## config.mk

```make
export PLATFORM = sky130hd
export DESIGN_NAME = binary_table_arc_consistency
export DESIGN_NICKNAME = d
export VERILOG_FILES = /design/src/rtl/bta_pkg.sv /design/src/rtl/bta_cell.sv /design/src/rtl/bta_seq.sv /design/src/rtl/binary_table_arc_consistency.sv
export SDC_FILE = /design/constraint.sdc
export NUM_CORES = 1
export LEC_CHECK = 0
export BUFFER_PORTS_ARGS = -buffer_cell sky130_fd_sc_hd__buf_2
export CAP_MARGIN = 10
export CORE_MARGIN = 5
export CORE_UTILIZATION = 65
export CTS_CLUSTER_DIAMETER = 100
export DETAILED_ROUTE_END_ITERATION = 6
export PLACE_DENSITY = 0.84
export SYNTH_ARGS = -nofsm -noshare
export SYNTH_HDL_FRONTEND = slang
export SYNTH_SLANG_ARGS = --single-unit
export TNS_END_PERCENT = 5
```

## constraint.sdc

```tcl
create_clock -name clk -period 12.1 [get_ports clk]
set_input_delay 1.815 -clock clk [delete_from_list [all_inputs] [get_ports clk]]
set_output_delay 1.815 -clock clk [all_outputs]
set_load 0.05 [all_outputs]
```

## src/rtl/bta_pkg.sv

```systemverilog
`timescale 1ns / 1ps
// ----------------------------------------------------------------------------
// Binary table arc consistency package
// Shared field widths and the add command that the sequencer sends to the
// cells of the relation chain.
// ----------------------------------------------------------------------------
package bta_pkg;

  localparam int IDX_W = 4;
  localparam int DOM_W = 16;
  localparam int CMP_W = 7;

  localparam logic OP_ADD = 1'b0;
  localparam logic OP_FILTER = 1'b1;

  typedef struct packed {
    logic en;
    logic x_any;
    logic [IDX_W-1:0] x_index;
    logic y_any;
    logic [IDX_W-1:0] y_index;
  } add_cmd_t;

endpackage

```

## src/rtl/bta_cell.sv

```systemverilog
`timescale 1ns / 1ps
// ----------------------------------------------------------------------------
// Relation row cell
// Holds one row of the relation matrix. The row moves to the neighbor cell
// on every shift cycle and takes add commands aimed at its home row index.
// ----------------------------------------------------------------------------
module bta_cell #(
  parameter int WIDTH = 16,
  parameter int ROW_INDEX = 0
) (
  input  logic clk,
  input  logic rst,
  input  logic shift,
  input  bta_pkg::add_cmd_t add_cmd,
  input  logic [WIDTH-1:0] row_in,
  output logic [WIDTH-1:0] row_out
);

  logic [WIDTH-1:0] row;
  logic [WIDTH-1:0] set_bits;
  logic hit;

  always_comb begin
    for (int b = 0; b < WIDTH; b++) begin
      set_bits[b] = add_cmd.y_any ||
                    (bta_pkg::CMP_W'(add_cmd.y_index) == bta_pkg::CMP_W'(b));
    end
  end

  assign hit = add_cmd.en &&
               (add_cmd.x_any ||
                bta_pkg::CMP_W'(add_cmd.x_index) == bta_pkg::CMP_W'(ROW_INDEX));

  always_ff @(posedge clk) begin
    if (rst) begin
      row <= '0;
    end else if (shift) begin
      row <= row_in;
    end else if (hit) begin
      row <= row | set_bits;
    end
  end

  assign row_out = row;

endmodule

```

## src/rtl/bta_seq.sv

```systemverilog
`timescale 1ns / 1ps
// ----------------------------------------------------------------------------
// Filter sequencer
// Takes input transactions, issues add commands to the cells, rotates the
// relation rows past the head cell for the x and y passes, and holds the
// result register of the output channel.
// ----------------------------------------------------------------------------
module bta_seq #(
  parameter int DOMAIN_SIZE = 16
) (
  input  logic clk,
  input  logic rst,
  input  logic support_mode,
  input  logic in_valid,
  output logic in_stall,
  input  logic op,
  input  logic [bta_pkg::IDX_W-1:0] x_index,
  input  logic [bta_pkg::IDX_W-1:0] y_index,
  input  logic x_any,
  input  logic y_any,
  input  logic [bta_pkg::DOM_W-1:0] x_domain,
  input  logic [bta_pkg::DOM_W-1:0] y_domain,
  input  logic [DOMAIN_SIZE-1:0] head_row,
  output logic shift,
  output bta_pkg::add_cmd_t add_cmd,
  output logic out_valid,
  input  logic out_stall,
  output logic [bta_pkg::DOM_W-1:0] x_domain_out,
  output logic [bta_pkg::DOM_W-1:0] y_domain_out,
  output logic wiped_out,
  output logic entailed
);

  localparam int D = DOMAIN_SIZE;
  localparam int CW = $clog2(DOMAIN_SIZE);
  localparam int NB = (DOMAIN_SIZE < bta_pkg::DOM_W) ? DOMAIN_SIZE : bta_pkg::DOM_W;

  typedef enum logic [1:0] {IDLE, XPASS, YPASS, FINISH} state_t;

  state_t state;
  logic [CW-1:0] cnt;
  logic [D-1:0] xd;
  logic [D-1:0] yd;
  logic [D-1:0] res_x;
  logic [D-1:0] res_y;
  logic [D-1:0] acc;
  logic res_wipe;
  logic res_ent;
  logic one_pass;

  logic accept;
  logic last;
  logic [D-1:0] xm;
  logic [D-1:0] ym;
  logic x_single;
  logic y_single;
  logic partner;
  logic [D-1:0] keep_next;
  logic [D-1:0] acc_next;
  logic [D-1:0] y_final;
  logic out_free;
  logic [bta_pkg::DOM_W-1:0] x_port;
  logic [bta_pkg::DOM_W-1:0] y_port;

  assign in_stall = (state != IDLE);
  assign accept = in_valid && !in_stall;
  assign shift = (state == XPASS) || (state == YPASS);
  assign last = (cnt == CW'(D - 1));
  assign out_free = !out_valid || !out_stall;

  always_comb begin
    xm = '0;
    ym = '0;
    x_port = '0;
    y_port = '0;
    for (int b = 0; b < NB; b++) begin
      xm[b] = x_domain[b];
      ym[b] = y_domain[b];
      x_port[b] = res_x[b];
      y_port[b] = res_y[b];
    end
  end

  assign x_single = (xm != '0) && ((xm & (xm - D'(1))) == '0);
  assign y_single = (ym != '0) && ((ym & (ym - D'(1))) == '0);

  assign add_cmd.en = accept && (op == bta_pkg::OP_ADD) &&
                      (x_any || bta_pkg::CMP_W'(x_index) < bta_pkg::CMP_W'(D)) &&
                      (y_any || bta_pkg::CMP_W'(y_index) < bta_pkg::CMP_W'(D));
  assign add_cmd.x_any = x_any;
  assign add_cmd.x_index = x_index;
  assign add_cmd.y_any = y_any;
  assign add_cmd.y_index = y_index;

  assign partner = support_mode ? ((head_row & yd) != '0) : ((~head_row & yd) != '0);
  assign keep_next = res_x | (D'(xd[cnt] && partner) << cnt);
  assign acc_next = res_x[cnt] ? (acc | (support_mode ? head_row : ~head_row)) : acc;
  assign y_final = yd & acc_next;

  always_ff @(posedge clk) begin
    if (rst) begin
      state <= IDLE;
      cnt <= '0;
      out_valid <= 1'b0;
    end else begin
      if (out_valid && !out_stall && state != FINISH) begin
        out_valid <= 1'b0;
      end
      unique case (state)
        IDLE: begin
          if (accept && op == bta_pkg::OP_FILTER) begin
            xd <= xm;
            yd <= ym;
            res_y <= ym;
            acc <= '0;
            res_wipe <= 1'b0;
            res_ent <= 1'b0;
            if (xm == '0 || ym == '0) begin
              res_x <= xm;
              res_wipe <= 1'b1;
              state <= FINISH;
            end else if (x_single) begin
              res_x <= xm;
              one_pass <= 1'b1;
              state <= YPASS;
            end else begin
              res_x <= '0;
              one_pass <= y_single;
              state <= XPASS;
            end
          end
        end
        XPASS: begin
          res_x <= keep_next;
          cnt <= cnt + CW'(1);
          if (last) begin
            cnt <= '0;
            if (keep_next == '0) begin
              res_wipe <= 1'b1;
              state <= FINISH;
            end else if (one_pass) begin
              res_ent <= 1'b1;
              state <= FINISH;
            end else begin
              state <= YPASS;
            end
          end
        end
        YPASS: begin
          acc <= acc_next;
          cnt <= cnt + CW'(1);
          if (last) begin
            cnt <= '0;
            res_y <= y_final;
            res_wipe <= (y_final == '0);
            res_ent <= one_pass && (y_final != '0);
            state <= FINISH;
          end
        end
        FINISH: begin
          if (out_free) begin
            out_valid <= 1'b1;
            x_domain_out <= x_port;
            y_domain_out <= y_port;
            wiped_out <= res_wipe;
            entailed <= res_ent;
            state <= IDLE;
          end
        end
        default: begin
          state <= IDLE;
        end
      endcase
    end
  end

  assert property (@(posedge clk) disable iff (rst) (state == IDLE) |-> (cnt == '0))
    else $error("Pass counter is not at zero while idle.");

  assert property (@(posedge clk) disable iff (rst) $rose(out_valid) |-> $past(state) == FINISH)
    else $error("Result appeared without a finished filter.");

  assert property (@(posedge clk) disable iff (rst) out_valid |-> !(wiped_out && entailed))
    else $error("Result is both wiped out and entailed.");

  assert property (@(posedge clk) disable iff (rst)
    (out_valid && wiped_out) |-> (x_domain_out == '0 || y_domain_out == '0))
    else $error("Wipeout reported with two nonempty domains.");

  assert property (@(posedge clk) disable iff (rst) add_cmd.en |-> (state == IDLE))
    else $error("Add command issued while the rows are rotating.");

endmodule

```

## src/rtl/binary_table_arc_consistency.sv

```systemverilog
`timescale 1ns / 1ps
// ----------------------------------------------------------------------------
// Binary table arc consistency
// Keeps a bit relation between the value indices of two variables and prunes
// their domains on request.
// ----------------------------------------------------------------------------
// Input transactions are taken on in_valid while in_stall is low. An add
// transaction (op 0) sets relation bits in the cycle it is taken and gives no
// result; the block can take the next transaction in the following cycle.
// A filter transaction (op 1) gives one result transaction on out_valid,
// taken while out_stall is low. Its rows rotate through the chain of row
// cells past the head cell, one row a cycle, in an x pass followed by a y
// pass. The x pass is skipped when the x domain holds a single value, the
// y pass when only the y domain does; when a domain is empty, neither pass
// runs and the filter reports a wipeout with the domains unchanged. in_stall
// is high for the whole filter. A result may wait in the output register
// while new transactions are taken; a following filter holds in its final
// cycle until that register is free. support_mode is written through cfg_valid
// and cfg_ready, with cfg_ready always high. Synchronous reset clears the
// relation, sets support_mode, and empties the output register.
// ----------------------------------------------------------------------------
module binary_table_arc_consistency #(
  parameter int DOMAIN_SIZE = 16
) (
  input  logic clk,
  input  logic rst,
  input  logic cfg_valid,
  output logic cfg_ready,
  input  logic cfg_data,
  input  logic in_valid,
  output logic in_stall,
  input  logic op,
  input  logic [bta_pkg::IDX_W-1:0] x_index,
  input  logic [bta_pkg::IDX_W-1:0] y_index,
  input  logic x_any,
  input  logic y_any,
  input  logic [bta_pkg::DOM_W-1:0] x_domain,
  input  logic [bta_pkg::DOM_W-1:0] y_domain,
  output logic out_valid,
  input  logic out_stall,
  output logic [bta_pkg::DOM_W-1:0] x_domain_out,
  output logic [bta_pkg::DOM_W-1:0] y_domain_out,
  output logic wiped_out,
  output logic entailed
);

  logic support_mode;
  logic shift;
  bta_pkg::add_cmd_t add_cmd;
  logic [DOMAIN_SIZE-1:0] rows [DOMAIN_SIZE];

  assign cfg_ready = 1'b1;

  always_ff @(posedge clk) begin
    if (rst) begin
      support_mode <= 1'b1;
    end else if (cfg_valid && cfg_ready) begin
      support_mode <= cfg_data;
    end
  end

  for (genvar i = 0; i < DOMAIN_SIZE; i++) begin : g_cell
    localparam int NEXT = (i + 1) % DOMAIN_SIZE;
    bta_cell #(
      .WIDTH(DOMAIN_SIZE),
      .ROW_INDEX(i)
    ) u_cell (
      .clk(clk),
      .rst(rst),
      .shift(shift),
      .add_cmd(add_cmd),
      .row_in(rows[NEXT]),
      .row_out(rows[i])
    );
  end

  bta_seq #(
    .DOMAIN_SIZE(DOMAIN_SIZE)
  ) u_seq (
    .clk(clk),
    .rst(rst),
    .support_mode(support_mode),
    .in_valid(in_valid),
    .in_stall(in_stall),
    .op(op),
    .x_index(x_index),
    .y_index(y_index),
    .x_any(x_any),
    .y_any(y_any),
    .x_domain(x_domain),
    .y_domain(y_domain),
    .head_row(rows[0]),
    .shift(shift),
    .add_cmd(add_cmd),
    .out_valid(out_valid),
    .out_stall(out_stall),
    .x_domain_out(x_domain_out),
    .y_domain_out(y_domain_out),
    .wiped_out(wiped_out),
    .entailed(entailed)
  );

endmodule

```

==> results of run 1 <==
## flip-flops by register name (all words and copies together) (netlist names)
signal,count
g_cell.u_cell.row_out,256
u_seq.acc,16
u_seq.res_x,16
u_seq.res_y,16
u_seq.x_domain_out,16
u_seq.xd,16
u_seq.y_domain_out,16
u_seq.yd,16
u_seq.cnt,4
u_seq.state,2
support_mode,1
u_seq.entailed,1
u_seq.one_pass,1
u_seq.out_valid,1
u_seq.res_ent,1
u_seq.res_wipe,1
u_seq.wiped_out,1
## cell type report
cell class	count	area (um^2)	area share (%)
timing repair buffer	115	662	3.62
sequential	381	8800	48.1
clock inverter	13	144	0.787
tap	330	413	2.26
multi-input combinational	1169	6970	38.1
inverter	32	120	0.657
clock buffer	56	1170	6.42
## power groups by stage
stage,clock (mW),combinational (mW),sequential (mW)
2_1_floorplan,0,1.38,1.96
3_3_place_gp,0,1.68,2.03
3_5_place_dp,0,1.75,2.05
4_1_cts,1.24,1.77,2.03
5_1_grt,1.30,1.98,2.09
6_report,1.23,1.78,2.04
## per-layer routing
| metal | vias up | share of wire, % | track usage, % | wire length [um] |
|---|---|---|---|---|
| li1 | 6158 | - | - | - |
| met1 | 6077 | 42 | 37.0 | 16500 |
| met2 | 590 | 47 | 43.6 | 18300 |
| met3 | 109 | 7.3 | 4.23 | 2830 |
| met4 | 0 | 3.2 | 9.88 | 1260 |
| met5 | - | 0 | 0 | 0 |
## synth_stat cells (3+ instances only)
master	instances	area [um^2]
sky130_fd_sc_hd__a31oi_1	13	81.3
sky130_fd_sc_hd__nor4_2	3	37.5
sky130_fd_sc_hd__nand2b_1	5	31.3
sky130_fd_sc_hd__o22ai_1	6	37.5
sky130_fd_sc_hd__o21ai_0	21	105
sky130_fd_sc_hd__edfxtp_1	117	3510
sky130_fd_sc_hd__a41o_1	6	60.1
sky130_fd_sc_hd__a211oi_1	7	52.6
sky130_fd_sc_hd__dfxtp_1	264	5290
sky130_fd_sc_hd__o21a_1	4	30.0
sky130_fd_sc_hd__nor2b_1	278	1740
sky130_fd_sc_hd__buf_2	4	20.0
sky130_fd_sc_hd__a21oi_1	300	1500
sky130_fd_sc_hd__nor2_1	40	150
sky130_fd_sc_hd__ha_1	5	62.6
sky130_fd_sc_hd__xnor2_1	17	149
sky130_fd_sc_hd__nand4_1	6	37.5
sky130_fd_sc_hd__a31o_2	9	78.8
sky130_fd_sc_hd__a22o_1	17	149
sky130_fd_sc_hd__a22oi_1	4	30.0
sky130_fd_sc_hd__nor3_1	271	1360
sky130_fd_sc_hd__nand3b_1	3	22.5
sky130_fd_sc_hd__o21bai_1	17	128
sky130_fd_sc_hd__maj3_1	3	30.0
sky130_fd_sc_hd__o21ai_1	18	90.1
sky130_fd_sc_hd__nand2_1	34	128
sky130_fd_sc_hd__o31ai_1	9	67.6
sky130_fd_sc_hd__inv_1	32	120
sky130_fd_sc_hd__mux4_2	7	158
sky130_fd_sc_hd__nand3_1	7	35.0
sky130_fd_sc_hd__nor4_1	5	31.3
sky130_fd_sc_hd__buf_6	3	33.8
sky130_fd_sc_hd__and2_1	7	43.8
sky130_fd_sc_hd__clkbuf_1	111	417
sky130_fd_sc_hd__mux2i_1	5	50.1
## cell families after synthesis
logic type	Yosys count	synth area share, %
AND/OR/NAND/NOR	668	22.5
AO/OA/AOI/OAI	457	16.6
flip-flops	381	53.8
buffers and inverters	154	3.75
XOR/XNOR	19	1.02
multiplexers	16	1.64
adder cells (fa/ha/maj)	8	0.567
other	1	0.0229
## placed cells by master (no fill, tap or decap), types with 9 or more instances in the layout
| master | count |
|---|---|
| sky130_fd_sc_hd__buf_2 | 83 |
| sky130_fd_sc_hd__dfxtp_1 | 264 |
| sky130_fd_sc_hd__buf_4 | 31 |
| sky130_fd_sc_hd__o21ai_0 | 21 |
| sky130_fd_sc_hd__a31o_2 | 9 |
| sky130_fd_sc_hd__inv_1 | 32 |
| sky130_fd_sc_hd__a31oi_1 | 13 |
| sky130_fd_sc_hd__a21oi_1 | 300 |
| sky130_fd_sc_hd__o21bai_1 | 14 |
| sky130_fd_sc_hd__nor3_1 | 271 |
| sky130_fd_sc_hd__nor2_1 | 39 |
| sky130_fd_sc_hd__o21ai_1 | 17 |
| sky130_fd_sc_hd__edfxtp_1 | 117 |
| sky130_fd_sc_hd__nor2b_1 | 278 |
| sky130_fd_sc_hd__xnor2_1 | 17 |
| sky130_fd_sc_hd__o31ai_1 | 9 |
| sky130_fd_sc_hd__clkbuf_16 | 42 |
| sky130_fd_sc_hd__a22o_1 | 17 |
| sky130_fd_sc_hd__nand2_1 | 34 |
## critical path, cell delays in order
cell and delay (ps):
sky130_fd_sc_hd__buf_2 120, sky130_fd_sc_hd__or4_4 560, sky130_fd_sc_hd__nor4_2 450, sky130_fd_sc_hd__nand2_1 170, sky130_fd_sc_hd__mux2_4 340, sky130_fd_sc_hd__o211ai_4 110
sky130_fd_sc_hd__a21oi_4 180, sky130_fd_sc_hd__a22o_1 320
## through the flow
step	hold slack (ps)	utilization (%)	total power [mW]	setup WS (ps)
finish	419	73.2	5.05	8270
global route	426	73.2	5.37	8110
floorplan	400	-	3.34	6670
CTS	419	73.2	5.04	8330
detailed placement	405	67.9	3.79	7800
global placement	401	67.9	3.71	7950
## worst paths after layout
path	from	to
worst max register to register	u_seq.cnt[1]	u_seq.res_ent
worst min register to register	u_seq.res_y[10]	u_seq.y_domain_out[10]
worst max-delay path	x_domain[5]	u_seq.res_x[14]
worst min-delay path	u_seq.res_y[10]	u_seq.y_domain_out[10]
==> results_tabular.tex, run 1 <==
\begin{tabular}{lr}
\hline
Metric & Value \\
\hline
\multicolumn{2}{l}{\textbf{Outcome}} \\
\quad Outcome & finished clean \\
\multicolumn{2}{l}{\textbf{CTS}} \\
\quad Number of buffers inserted to repair setup after CTS & 0 \\
\quad Source-to-sink clock delay at the later pin of the worst-skew pair & 530 ps \\
\quad Number of hold buffers added after CTS & 0 \\
\quad Max clock buf depth & 3 \\
\quad CTS clock-pin slew for the worst setup and hold paths & 60 ps \\
\quad Post-cts resize count & 0 \\
\quad Depth of the CTS H-tree & 2 \\
\quad CTS tree & done \\
\quad Total CTS buffers & 38 \\
\quad Number of sinks driven by the clock tree & 381 \\
\quad Clock tree root buffer cell & sky130\_fd\_sc\_hd\_\_clkbuf\_16 \\
\multicolumn{2}{l}{\textbf{Power}} \\
\quad Leakage & 6.68 nW \\
\quad Cell internal power dissipation & 3.24 mW \\
\quad Worst voltage drop across the vdd grid & 0.180 mV \\
\quad PwrDens & 276 nW/um\^{}2 \\
\quad Power dissipated by switching net loads & 1.81 mW \\
\quad Clock network fraction of total power & 24.3\% \\
\quad Reg power frac & 40.5\% \\
\quad Fraction of power spent switching nets & 35.8\% \\
\quad Combinational share of power & 35.2\% \\
\multicolumn{2}{l}{\textbf{Global route}} \\
\quad Largest net degree at the start of global routing & 134 \\
\quad Tot GR Track Use & 26.9\% \\
\quad Antenna violations before repair & 0 \\
\quad First-pass GRT wire length & 64000 um \\
\quad Number of global-route vias before repair & 12500 \\
\quad GRT overflow & 0 \\
\multicolumn{2}{l}{\textbf{Synthesis}} \\
\quad Avg Cell Area, Syn & 9.59 um\^{}2 \\
\quad Number of storage elements in the synthesis netlist & 381 \\
\quad Synth Flop Type & sky130\_fd\_sc\_hd\_\_dfxtp\_1 \\
\quad Sequential fraction of the synthesis area & 53.8\% \\
\quad Net count after synthesis & 1758 \\
\quad Total number of yosys warnings & 0 \\
\quad Number of enable flip-flop cells after synthesis & 117 \\
\quad Distinct cell type count of the synthesized netlist & 72 \\
\quad Cell count after synthesis & 1704 \\
\quad Async set or reset register ratio after synthesis & 0\% \\
\quad Cell area after technology mapping & 16300 um\^{}2 \\
\multicolumn{2}{l}{\textbf{Setup path}} \\
\quad Data required time of the worst path & 12360 ps \\
\quad Critical path class & input port to register \\
\quad Setup crit start kind & input port \\
\quad Critical path peak fanout & 16 \\
\quad Worst Path Arrival & 4080 ps \\
\quad Critical Path Sink Type & register \\
\quad Worst R2R Path Depth & 7 \\
\quad Worst reg-to-reg setup slack & 8560 ps \\
\multicolumn{2}{l}{\textbf{STA}} \\
\quad Final TNS setup & 0 ps \\
\quad Worst Clk Skew & 31.9 ps \\
\quad Final Setup Violations & 0 \\
\quad Final count of pins violating max slew & 0 \\
\quad Share of the cycle needed by the critical path after routing & 31.6\% \\
\quad Slew at the pin closest to its max-slew limit & 1280 ps \\
\quad Maximum frequency from static timing analysis & 261 MHz \\
\quad Post-route minimum period & 3830 ps \\
\quad RSZ-0062 raised after global routing & no \\
\quad Worst rel slew slack & 14.2\% \\
\quad Count of endpoints failing hold in the final timing report & 0 \\
\multicolumn{2}{l}{\textbf{Run}} \\
\quad Number of maximum-capacitance violations & 0 \\
\multicolumn{2}{l}{\textbf{Routing}} \\
\quad Via count normalized by instance count & 6.17 \\
\quad Via count of the routed design & 12900 \\
\quad Total length of routed wires & 38900 um \\
\quad DR WL/cell & 18.6 um \\
\quad Post-route DRC violation count & 0 \\
\quad DR iter-0 viols & 1305 \\
\quad Number of nets with antenna violations after detailed routing & 0 \\
\quad Number of search-and-repair iterations in the first detailed-routing pass & 6 \\
\multicolumn{2}{l}{\textbf{Floorplan}} \\
\quad Area of the placeable core & 25000 um\^{}2 \\
\quad Vertical die dimension & 169 um \\
\quad Die span in x & 169 um \\
\quad Initial core utilization & 65.5\% \\
\quad Row Count & 58 \\
\quad Total die area & 28400 um\^{}2 \\
\quad Top Ports & 86 \\
\multicolumn{2}{l}{\textbf{Finish}} \\
\quad Number of fill cells in the layout & 1792 \\
\quad Final Cell Area & 18300 um\^{}2 \\
\quad Fraction of layout cells with a size suffix above 1 & 12.3\% \\
\quad Number of standard cells in the layout, taps in and fillers out & 2096 \\
\quad Area growth from synthesis to final layout & 11.9\% \\
\quad Number of nets in the finished design & 1791 \\
\quad Number of inserted diodes & 0 \\
\multicolumn{2}{l}{\textbf{Hold path}} \\
\quad Class of the worst hold path & register to register \\
\quad Hold Path Depth & 0 \\
\multicolumn{2}{l}{\textbf{Placed design}} \\
\quad Buffers added on ports & 84 \\
\quad Cell count after placement & 2025 \\
\quad Global placement routability congestion & 0.939 \\
\quad DPL Wire Length & 24100 um \\
\quad Total placed instance area & 17000 um\^{}2 \\
\hline
\end{tabular}
(Power assumes the default switching activity.)
==> run 2: changes to the inputs <==
Settings changed: ABC_AREA set to 1, CORE_UTILIZATION 65 to 61, PLACE_DENSITY 0.84 to 0.8.
Clock period 12.1 ns to 3.9 ns, I/O delays scaled along.
==> run 2 against run 1 <==
Total power rose to 2.9 times the previous value. Combinational power rose to 2.7 times the previous value. Setup slack worse by 7400 ps. Flip-flop and latch count stayed put. Synthesized cell count increased by 13%. Clock-buffer cell count shrank 1. First-iteration DRC count grew 8.1%. Largest cell class unchanged.
==> results_tabular.tex, run 2 <==
\begin{tabular}{lr}
\hline
Metric & Value \\
\hline
\multicolumn{2}{l}{\textbf{Floorplan}} \\
\quad Top Ports & 86 \\
\quad Area of the placeable core & 25900 um\^{}2 \\
\quad Vertical die dimension & 172 um \\
\quad Row Count & 59 \\
\quad Initial core utilization & 61.5\% \\
\quad Die span in x & 172 um \\
\quad Total die area & 29500 um\^{}2 \\
\multicolumn{2}{l}{\textbf{Synthesis}} \\
\quad Number of enable flip-flop cells after synthesis & 117 \\
\quad Total number of yosys warnings & 0 \\
\quad Adder-cell share of the synthesized area & 0.392\% \\
\quad Avg Cell Area, Syn & 8.27 um\^{}2 \\
\quad Area contributors post-synth & sky130\_fd\_sc\_hd\_\_dfxtp\_1, sky130\_fd\_sc\_hd\_\_edfxtp\_1, sky130\_fd\_sc\_hd\_\_a21oi\_1, sky130\_fd\_sc\_hd\_\_o21ai\_0, sky130\_fd\_sc\_hd\_\_nor2\_1 \\
\quad Most instantiated library cell after synthesis & sky130\_fd\_sc\_hd\_\_nor2\_1 \\
\quad Net count after synthesis & 1982 \\
\quad Area share of the leading cell type in the synthesized netlist & 33.2\% \\
\quad Portion of netlist area occupied by mux cells & 0\% \\
\quad Number of storage elements in the synthesis netlist & 381 \\
\quad Cell area after technology mapping & 15900 um\^{}2 \\
\quad Simple-gate portion of the synthesized area & 16.7\% \\
\quad Synth Flop Type & sky130\_fd\_sc\_hd\_\_dfxtp\_1 \\
\quad Largest family of logic cells by synthesized area & compound AO/OA/AOI/OAI gates \\
\quad Cell type with the largest total area after synthesis & sky130\_fd\_sc\_hd\_\_dfxtp\_1 \\
\quad Compound-cell area share of the yosys netlist & 21.8\% \\
\quad Sequential fraction of the synthesis area & 55.2\% \\
\quad Async set or reset register ratio after synthesis & 0\% \\
\quad Distinct cell type count of the synthesized netlist & 40 \\
\quad Synthesized-area fraction occupied by xor and xnor cells & 0.604\% \\
\quad Cell count after synthesis & 1928 \\
\quad Commonest cells post-synth & sky130\_fd\_sc\_hd\_\_nor2\_1, sky130\_fd\_sc\_hd\_\_a21oi\_1, sky130\_fd\_sc\_hd\_\_o21ai\_0 \\
\multicolumn{2}{l}{\textbf{Finish}} \\
\quad Register cell area after layout & 8800 um\^{}2 \\
\quad Number of flip-flops in the largest register & 256 \\
\quad Number of nets in the finished design & 2014 \\
\quad Most frequent cells in the layout & sky130\_fd\_sc\_hd\_\_nor2\_1, sky130\_fd\_sc\_hd\_\_a21oi\_1, sky130\_fd\_sc\_hd\_\_o21ai\_0, sky130\_fd\_sc\_hd\_\_dfxtp\_1, sky130\_fd\_sc\_hd\_\_nand2\_1 \\
\quad Number of fill cells in the layout & 2132 \\
\quad Leading cell type in the layout, fill and taps excluded & sky130\_fd\_sc\_hd\_\_nor2\_1 \\
\quad Fraction of layout cells with a size suffix above 1 & 10.1\% \\
\quad Area of combinational cells with multiple inputs & 6310 um\^{}2 \\
\quad Finished Core Util & 68.5\% \\
\quad Area growth from synthesis to final layout & 11.4\% \\
\multicolumn{2}{l}{\textbf{Power}} \\
\quad Worst voltage drop across the vdd grid & 0.794 mV \\
\quad PwrDens & 821 nW/um\^{}2 \\
\quad Total Power Consumption & 14.6 mW \\
\quad Leakage & 7.00 nW \\
\multicolumn{2}{l}{\textbf{CTS}} \\
\quad Source-to-sink clock delay at the later pin of the worst-skew pair & 520 ps \\
\quad CTS clock-pin slew for the worst setup and hold paths & 60 ps \\
\quad Depth of the CTS H-tree & 2 \\
\quad Number of buffers inserted to repair setup after CTS & 0 \\
\quad Clock tree root buffer cell & sky130\_fd\_sc\_hd\_\_clkbuf\_16 \\
\quad CTS tree & done \\
\quad Number of hold buffers added after CTS & 0 \\
\quad Number of sinks driven by the clock tree & 381 \\
\quad Max clock buf depth & 3 \\
\quad Post-cts resize count & 0 \\
\quad Total CTS buffers & 39 \\
\multicolumn{2}{l}{\textbf{Run}} \\
\quad Number of maximum-capacitance violations & 0 \\
\multicolumn{2}{l}{\textbf{Setup path}} \\
\quad Crit path launch & u\_seq.cnt[1] \\
\quad Critical path cell sequence & inv\_2 -> o21ai\_0 -> o21ai\_1 -> nand2\_1 -> nand2\_1 -> a31oi\_4 -> a21oi\_1 -> o21ai\_0 -> nand2\_1 -> nor2\_1 -> nand2\_1 -> nor2\_2 -> nor2\_1 -> nand2\_1 -> a21oi\_1 \\
\quad Worst Path Arrival & 3250 ps \\
\quad Critical path's slowest cell & sky130\_fd\_sc\_hd\_\_dfxtp\_1 \\
\quad Data required time of the worst path & 4140 ps \\
\quad Critical Path Sink Type & register \\
\quad Reg-to-reg critical path startpoint & u\_seq.cnt[1] \\
\quad Stage delay of the slowest cell on the critical path & 680 ps \\
\quad Setup crit start kind & register \\
\quad Most frequent cell on the critical path & sky130\_fd\_sc\_hd\_\_nand2\_1 \\
\quad Critical path peak fanout & 17 \\
\quad Critical path class & register to register \\
\multicolumn{2}{l}{\textbf{Routing}} \\
\quad DR WL/cell & 17.0 um \\
\quad Number of nets with antenna violations after detailed routing & 0 \\
\quad DR iter-0 viols & 1411 \\
\quad Number of search-and-repair iterations in the first detailed-routing pass & 6 \\
\quad Via count normalized by instance count & 5.89 \\
\quad Via count of the routed design & 13700 \\
\quad Post-route DRC violation count & 0 \\
\quad Total length of routed wires & 39400 um \\
\multicolumn{2}{l}{\textbf{STA}} \\
\quad Worst rel slew slack & 19.0\% \\
\quad Final count of pins violating max slew & 0 \\
\quad Worst Clk Skew & 9.60 ps \\
\quad RSZ-0062 raised after global routing & no \\
\quad Maximum frequency from static timing analysis & 332 MHz \\
\quad Count of endpoints failing hold in the final timing report & 0 \\
\quad Post-route minimum period & 3010 ps \\
\quad Slew at the pin closest to its max-slew limit & 1210 ps \\
\quad Final TNS setup & 0 ps \\
\quad Final Setup Violations & 0 \\
\quad Share of the cycle needed by the critical path after routing & 77.2\% \\
\multicolumn{2}{l}{\textbf{Global route}} \\
\quad Tot GR Track Use & 26.1\% \\
\quad First-pass GRT wire length & 63600 um \\
\quad Met1 capacity usage during global routing & 36.9\% \\
\quad Antenna violations before repair & 0 \\
\quad Met3 Track Usage GR & 3.56\% \\
\quad Met2 usage in global routing & 42.2\% \\
\quad GRT overflow & 0 \\
\quad Layer with the highest usage after global routing & met2 \\
\quad Largest net degree at the start of global routing & 248 \\
\quad Number of global-route vias before repair & 12900 \\
\multicolumn{2}{l}{\textbf{Outcome}} \\
\quad Outcome & finished clean \\
\multicolumn{2}{l}{\textbf{Placed design}} \\
\quad DPL Wire Length & 26000 um \\
\quad Global placement routability congestion & 0.929 \\
\quad Buffers added on ports & 84 \\
\multicolumn{2}{l}{\textbf{Hold path}} \\
\quad Class of the worst hold path & input port to register \\
\quad Start point of the worst min-delay path & cfg\_valid \\
\hline
\end{tabular}
-- run 2: changes by cell type in the layout (fill, tap and decap cells not counted), sizes merged, moves of 64 or more --
cell	change
nand2	+208
o21ai	+273
inv	+64
nor3	-264
nor2b	-278
nor2	+310
-- run 2: cell families after synthesis --
kind of cell,Yosys count
compound gates,654
flops,381
buf+inv,214
simple gates,662
xor+xnor,11
fa+ha+maj,5
other cells,1
-- run 2: stage by stage --
step                cells  setup WS [ps]  instance area [um^2]  hold slack (ps)
floorplan            1928           1230                 15900              400
global placement     2254           1000                 16500              406
detailed placement   2254            940                 16500              405
CTS                  2322            908                 17800              242
global route         2322            564                 17800              242
finish               2323            889                 17800              250
-- run 2: critical path, delay by kind of cell, from the launching register on --
kind	cells	cell delay, ps
AOI/OAI and AO/OA	6	1150
buffers and inverters	1	270
DFF	1	680
and+or+nand+nor	8	640
-- run 2: final timing paths --
check | to | slack (ps) | cells past startpoint
worst max-delay path | u_seq.res_ent | 890 | 15
worst min-delay path | support_mode | 250 | 2
worst max register to register | u_seq.res_ent | 890 | 15
worst min register to register | u_seq.y_domain_out[9] | 420 | 0
-- run 2: layer usage --
metal	vias to the layer above	wire, um
li1	6606	-
met1	6476	17000
met2	511	18700
met3	81	2700
met4	0	964
met5	-	0
-- run 2: cell type report --
class / instances / share of cell area (%)
sequential: 381 / 49.5
multi-input combinational: 1333 / 35.5
clock buffer: 55 / 6.17
timing repair buffer: 111 / 3.65
tap: 335 / 2.36
inverter: 94 / 2.06
clock inverter: 13 / 0.697
antenna: 1 / 0.0141
-- run 2: power breakdown --
| part | switching (mW) | leakage, nW | total [mW] | internal, mW |
|---|---|---|---|---|
| Clock | 1.50 | 0.602 | 3.59 | 2.09 |
| Combinational | 3.24 | 3.16 | 4.72 | 1.48 |
| Sequential | 0.745 | 3.24 | 6.27 | 5.53 |
| Total | 5.49 | 7.00 | 14.6 | 9.10 |
